[src/hdl/dmxtx_pkg.sv]
`timescale 1ns / 1ps
`default_nettype none

package dmxtx_pkg;

   // Host actions carried in the input word
   localparam logic [1:0] ACT_TICK = 2'd0;
   localparam logic [1:0] ACT_SET  = 2'd1;
   localparam logic [1:0] ACT_GET  = 2'd2;
   localparam logic [1:0] ACT_SEND = 2'd3;

   // Line control codes
   localparam logic [1:0] LINE_LOW  = 2'd0;
   localparam logic [1:0] LINE_HIGH = 2'd1;
   localparam logic [1:0] LINE_UART = 2'd2;

   // Control register indexes
   localparam logic [1:0] CSR_CYCLES_PER_US   = 2'd0;
   localparam logic [1:0] CSR_BREAK_LENGTH_US = 2'd1;
   localparam logic [1:0] CSR_MAB_LENGTH_US   = 2'd2;

   // Control register reset values
   localparam logic [7:0] CYCLES_PER_US_RESET   = 8'd16;
   localparam logic [9:0] BREAK_LENGTH_US_RESET = 10'd120;
   localparam logic [7:0] MAB_LENGTH_US_RESET   = 8'd12;

   // DMX start code held in slot 0
   localparam logic [7:0] START_CODE = 8'h00;

   localparam int CHAN_W  = 10;
   localparam int DELAY_W = 18;

   typedef struct packed {
      logic [1:0]        action;
      logic [CHAN_W-1:0] channel;
      logic [7:0]        level;
      logic              tx_ready;
      logic              tx_complete;
   } req_type;

   typedef struct packed {
      logic [1:0] line_mode;
      logic       tx_valid;
      logic [7:0] tx_byte;
      logic [7:0] read_level;
      logic       busy_res;
      logic       frame_done;
   } rsp_type;

   // Classified word passed from front to back
   typedef struct packed {
      logic [1:0]        action;
      logic              chan_ok;
      logic [CHAN_W-1:0] channel;
      logic [7:0]        level;
      logic              tx_ready;
      logic              tx_complete;
   } cmd_type;

endpackage

`default_nettype wire

[src/hdl/dmxtx_front.sv]
`timescale 1ns / 1ps
`default_nettype none

module dmxtx_front #(
   parameter int CHANNEL_COUNT = 512
) (
   input  wire logic              clock,
   input  wire logic              reset,
   input  wire logic              start,
   output logic                   busy,
   input  wire dmxtx_pkg::req_type req_data,
   input  wire logic              hold,
   output logic                   q_valid,
   output dmxtx_pkg::cmd_type     q_cmd,
   input  wire logic              q_pop
);

   localparam logic [dmxtx_pkg::CHAN_W-1:0] MAX_CHAN = dmxtx_pkg::CHAN_W'(CHANNEL_COUNT);

   dmxtx_pkg::cmd_type fifo_ff [2];
   logic [1:0]         count_ff, count_in;
   logic               wr_ptr_ff, rd_ptr_ff;
   logic               accept;
   dmxtx_pkg::cmd_type cmd;

   // Accept while the queue has room and the store is not being cleared
   assign busy   = (count_ff == 2'd2) || hold;
   assign accept = start && !busy;

   // Classify: decode action and check the channel range
   always_comb begin
      cmd.action      = req_data.action;
      cmd.chan_ok     = (req_data.channel != '0) && (req_data.channel <= MAX_CHAN);
      cmd.channel     = req_data.channel;
      cmd.level       = req_data.level;
      cmd.tx_ready    = req_data.tx_ready;
      cmd.tx_complete = req_data.tx_complete;
   end

   always_comb begin
      case ({accept, q_pop})
         2'b10:   count_in = count_ff + 2'd1;
         2'b01:   count_in = count_ff - 2'd1;
         default: count_in = count_ff;
      endcase
   end

   // Two-entry queue toward the back end
   always_ff @(posedge clock) begin
      if (reset) begin
         count_ff  <= '0;
         wr_ptr_ff <= 1'b0;
         rd_ptr_ff <= 1'b0;
      end else begin
         count_ff <= count_in;
         if (accept) wr_ptr_ff <= !wr_ptr_ff;
         if (q_pop)  rd_ptr_ff <= !rd_ptr_ff;
      end
   end

   always_ff @(posedge clock) begin
      if (accept) fifo_ff[wr_ptr_ff] <= cmd;
   end

   assign q_valid = (count_ff != 2'd0);
   assign q_cmd   = fifo_ff[rd_ptr_ff];

`ifndef SYNTHESIS
   a_count_range: assert property (@(posedge clock) disable iff (reset)
      count_ff != 2'd3) else $error("queue count out of range");
   a_push_count: assert property (@(posedge clock) disable iff (reset)
      (accept && !q_pop) |=> (count_ff == $past(count_ff) + 2'd1))
      else $error("queue push not counted");
   a_pop_valid: assert property (@(posedge clock) disable iff (reset)
      q_pop |-> q_valid) else $error("pop from empty queue");
`endif

endmodule

`default_nettype wire

[config.mk]
export PLATFORM = sky130hd
export DESIGN_NAME = dmxtx_front
export DESIGN_NICKNAME = d
export VERILOG_FILES = /design/src/hdl/dmxtx_pkg.sv /design/src/hdl/dmxtx_front.sv
export SDC_FILE = /design/constraint.sdc
export NUM_CORES = 1
export LEC_CHECK = 0
export ABC_AREA = 1
export BUFFER_PORTS_ARGS = -buffer_cell sky130_fd_sc_hd__buf_2
export CAP_MARGIN = 20
export CORE_MARGIN = 2
export CORE_UTILIZATION = 55
export DETAILED_ROUTE_END_ITERATION = 10
export GPL_ROUTABILITY_DRIVEN = 0
export PLACE_DENSITY = 0.83
export SLEW_MARGIN = 20
export SYNTH_ARGS = -nofsm -noshare
export SYNTH_HDL_FRONTEND = slang
export SYNTH_SLANG_ARGS = --single-unit
[constraint.sdc]
create_clock -name clock -period 5.8 [get_ports clock]
set_input_delay 0.58 -clock clock [delete_from_list [all_inputs] [get_ports clock]]
set_output_delay 0.58 -clock clock [all_outputs]
set_load 0.02 [all_outputs]
# ---- Word-level counts from Yosys, hierarchy flattened
# Memories as Yosys holds them, arrays and structs flattened. A register that Yosys moved wholly into a read port is not among the register bits.
# Index checks and enable logic that the tools add are counted.
dict set report op_classes {
  add_sub_neg 2
  n_mul 0
  n_div 0
  magnitude_cmp 1
  n_eq_ne 3
  n_shift 0
  muxes 5
  n_bitwise 0
  n_reduce_logical 9
}
# operator count
set op_table {}
lappend op_table {{less-or-equal comparator 10 bit, second input constant} 1}
lappend op_table {{nonzero test 10 bit} 1}
lappend op_table {{== test 2 bit, second input constant} 2}
lappend op_table {{2-to-1 mux 1 bit} 4}
lappend op_table {{case mux 2 bit (2 select lines)} 1}
lappend op_table {{nonzero test 2 bit} 2}
lappend op_table {{zero test 1 bit} 3}
lappend op_table {{adder 2 x 1 -> 2 bit, second input constant} 1}
lappend op_table {{== test 2 x 1 -> 1 bit, second input constant} 1}
lappend op_table {{logical AND 1 bit} 2}
lappend op_table {{subtractor 2 x 1 -> 2 bit, second input constant} 1}
lappend op_table {{logical OR 1 bit} 1}
dict set report totals {
  ff_bits 4
  latchBits 0
  ramBits 46
  mem_bits_ro 0
  in_bits 27
  out_inout_bits 25
  elab_cells 24
  memories 1
}
# name words width read_ports rd_clocked_by_memory_dff write_ports line
set memory_table {}
lappend memory_table {fifo_ff 2 23 1 1 1 dmxtx_front.sv:20} ;# dmxtx_pkg::cmd_type fifo_ff [2];

# ---- Depth between registers and ports, before layout
dict set report logic_depth {
  word_depth 6
  ltp_mapped 8
  depth_no_buf 8
}

# ---- Worst setup path after synthesis
# Ideal clock, no wire load.
dict set report synth_timing {
  path_kind {input -> register}
  from {input port hold}
  to {memory fifo_ff[0][0] in the netlist's numbering, enable pin}
  t_arrival_ps 1762
  setup_slack_ps 3635
  path_stages 3
  n_path_buf 0
  path_cell_list {inv_1 -> nand3_1 -> nor2_1}
}
dict set report synth_via {
  elab_chain_cells 5
}
# element line
set synth_lines {}
lappend synth_lines {{start, declared} dmxtx_front.sv:12} ;# input wire logic hold,
lappend synth_lines {{logical OR 1 bit} dmxtx_front.sv:27} ;# assign busy = (count_ff == 2'd2) || hold;
lappend synth_lines {{zero test 1 bit} dmxtx_front.sv:28} ;# assign accept = start && !busy;
lappend synth_lines {{logical AND 1 bit} dmxtx_front.sv:28}
lappend synth_lines {{2-to-1 mux 1 bit} dmxtx_front.sv:62} ;# if (accept) fifo_ff[wr_ptr_ff] <= cmd;
lappend synth_lines {{2-to-1 mux 1 bit (implied by the code)} dmxtx_front.sv:62}
lappend synth_lines {{end, declared} dmxtx_front.sv:20}
# No other way between the ends.

==> metrics.md <==
| Metric | Value |
|---|---|
| First-pass GRT wire length | 5037 um |
| Number of max-cap violations | 0 |
| Largest area contributor in the netlist | edfxtp_1 |
| Initial Util | 57.92% |
| Die Area | 0.004034 mm2 |
| Sw frac | 23.62% |
| TritonCTS clock tree | built |
| I/O pin count | 52 |
| Filler cells | 277 |
| Grt total ovfl | 0 |
| Required time of the critical path | 5.22 ns |
| Die H | 63.52 um |
| Post-synthesis sequential area ratio | about three quarters |
| FMAX | around 0.4 GHz |
| Max Slew Vio Count | 0 |
| Drt total wl | 2975 um |
| DRT iter0 DRCs | 27 |
| Routed WL per cell | 13.58 um |
| Postcts setup bufs | 0 |
| Clk buf depth | 2 |
| Final setup fails | 0 |
| Vias per std cell | 5.000 |
| Lkg Pwr | 0.8997 nW |
| CP Class | register to primary output |
| Critical Path Start Type | register |
| Critical-path maximum fanout | 23 |
| Post-CTS sizing | 0 |
| Root buffer cell | clkbuf_4 |
| Core ar. | 0.003363 mm2 |
| Vias | 1095 |
| Crit-path leading delay family | flip-flops |
| Final period utilization | a little over two fifths |
| Pin count of the biggest net entering global routing | 24 |
| Logic pwr share | about an eighth |
| Top post-synthesis cells by area | edfxtp_1, mux2_2, dfxtp_1 |
| Post-Syn Area | 0.001948 mm2 |
| Worst Setup End Kind | primary output |
| Library cells used by synthesis | 15 |
| WP buf/inv | 1 |
| # rows | 21 |
| Peak supply drop | approximately 200 uV |
| Layout cells sized above 1 | just under 50% |
| Slew margin rel. | 33.58% |
| Later-pin clock latency in the skew report | 0.35 ns |
| Cell Int Power | approximately 0.53 mW |
| Least-Margin Pin Slew | just under 1 ns |
| Min-Delay Path Class | input pin to register |
| N_diodes | 0 |
| Pwr/cell area | roughly 300 mW/mm2 |
| Yosys Warn Count | 0 |
| Final HPWL DP | around 2100 um |
| Yosys top cell area share | roughly 71% |
| Fin Clk Skew | 0.01007 ns |
| Worst R2R Start | count_ff[0]$_SDFFE_PP0P_ |
| Cells traversed along the worst timing path | mux2_2 > buf_2 |
| Psw | 0.1637 mW |
| Vias in the first global route | 1177 |
| Period minus WS final | between 2 and 3 ns |
| Cells after Synth | approximately 120 |
| Hold_buf cts | 0 |
| Non-Filler Instances | approximately 220 |
| Yosys reg bits | 51 |
| Initial antenna violation count | 0 |
| PortBufs | 51 |
| Max incr delay on CP | 1.00 ns |
| Post-route DRC | 0 |
| Pre-antenna DRT Iters | 4 |
| Placed cells | 211 |
| Outcome | finished, final reports clean |
| P&R area growth vs syn | 19.01% |
| GRT Overall Usage | 16.82% |
| Final net count | 200 |
| Reg2Reg Setup Slack | between 4 and 5 ns |
| CP max-delay cell | dfxtp_1 |
| # clock sinks | 51 |
| Antenna Nets Post-Route | 0 |
| Syn Nets | 144 |
| Level count of the clock H-tree | 2 |
| Worst endpoint data arrival time | 1.94 ns |
| Reg power frac | 62.0% |
| Count of final hold-check violations | 0 |
| Die W | 63.52 um |
| RSZ-0062 raised after global routing | no |
| HP Start | req_data[21] |
| Post-route setup TNS | 0 ns |
| Num CTS Buffers | 5 |
| Clock share of power | 24.8% |
| Worst-path clk slew | about 0.13 ns |
| Syn_area_per_cell | 16.79 um2 |
## sequential cells by signal (all words and copies together), names as in the netlist, named ones only
register   flops
wr_ptr_ff      1
rd_ptr_ff      1
count_ff       2
fifo_ff       46
## layout make-up
cell class	instances	area [um2]	area share [%]
Inverter	8	30.03	1.295
Multi-Input combinational cell	55	421.7	18.19
Clock inverter	1	7.507	0.3238
Timing Repair Buffer	51	255.2	11.01
Sequential cell	51	1481	63.90
Clock buffer	7	65.06	2.806
Tap cell	46	57.56	2.482
## final timing paths
kind | to | depth (start not counted)
max | q_cmd[2] | 2
min | fifo_ff[0][22]$_DFFE_PP_ | 1
max reg2reg | fifo_ff[1][6]$_DFFE_PP_ | 4
min reg2reg | count_ff[0]$_SDFFE_PP0P_ | 2
## through the flow
stage	setup slack [ns]	utilization, %	hold slack [ns]	total power, mW	instance area (um2)
4_1_cts	3.226	68.79	0.3927	0.6994	2313
6_report	3.282	68.94	0.4025	0.6931	2318
5_1_grt	3.160	68.94	0.3864	0.7227	2318
3_5_place_dp	3.593	66.63	0.5047	0.5308	2241
2_1_floorplan	3.635	-	0.4780	0.4977	1948
3_3_place_gp	3.654	66.63	0.4925	0.5269	2241
## routing by layer
layer  global-route usage [%]  routed length (um)  up-vias
li1                         -                   -      538
met1                    16.34                1083      522
met2                    32.11                1669       31
met3                    4.643                 183        4
met4                    8.152                  39        0
met5                        0                   0        -
## placed cells by master, fill, tap and decap left out
master,n
clkbuf_4,5
inv_1,8
o21ai_0,1
xnor2_1,1
nand4_1,1
edfxtp_1,46
ha_1,1
nand2_1,8
mux2_2,23
a21oi_1,3
or2_2,2
clkinvlp_4,1
o21bai_1,1
nand3_1,4
clkbuf_8,2
nor2_1,9
dfxtp_1,5
nor2_4,1
buf_2,51
## power by group through the flow
stage               Sequential (mW)  Clock [mW]  Combinational (mW)
detailed placement            0.439           0              0.0921
global route                  0.432       0.191               0.100
floorplan                     0.432           0              0.0660
CTS                           0.430       0.177              0.0925
global placement              0.437           0              0.0896
finish                        0.430       0.172              0.0916
## cell usage after synthesis
master	number
a21oi_1	3
buf_6	2
dfxtp_1	5
edfxtp_1	46
ha_1	1
inv_1	8
mux2_2	23
nand2_1	8
nand3_1	4
nand4_1	1
nor2_1	10
o21ai_0	1
o21bai_1	1
or2_2	2
xnor2_1	1
## kinds of logic (layout without fill, tap and decap cells)
kind of cell    after synthesis  after routing  share of synthesized area, %
compound gates                5              5                         1.413
fa+ha+maj                     1              1                        0.6422
simple gates                 25             25                         5.460
mux                          23             23                         13.29
flops                        51             51                         76.04
buf+inv                      10             67                         2.697
xor+xnor                      1              1                        0.4497
No activity file was read; power rests on OpenSTA's default activity.
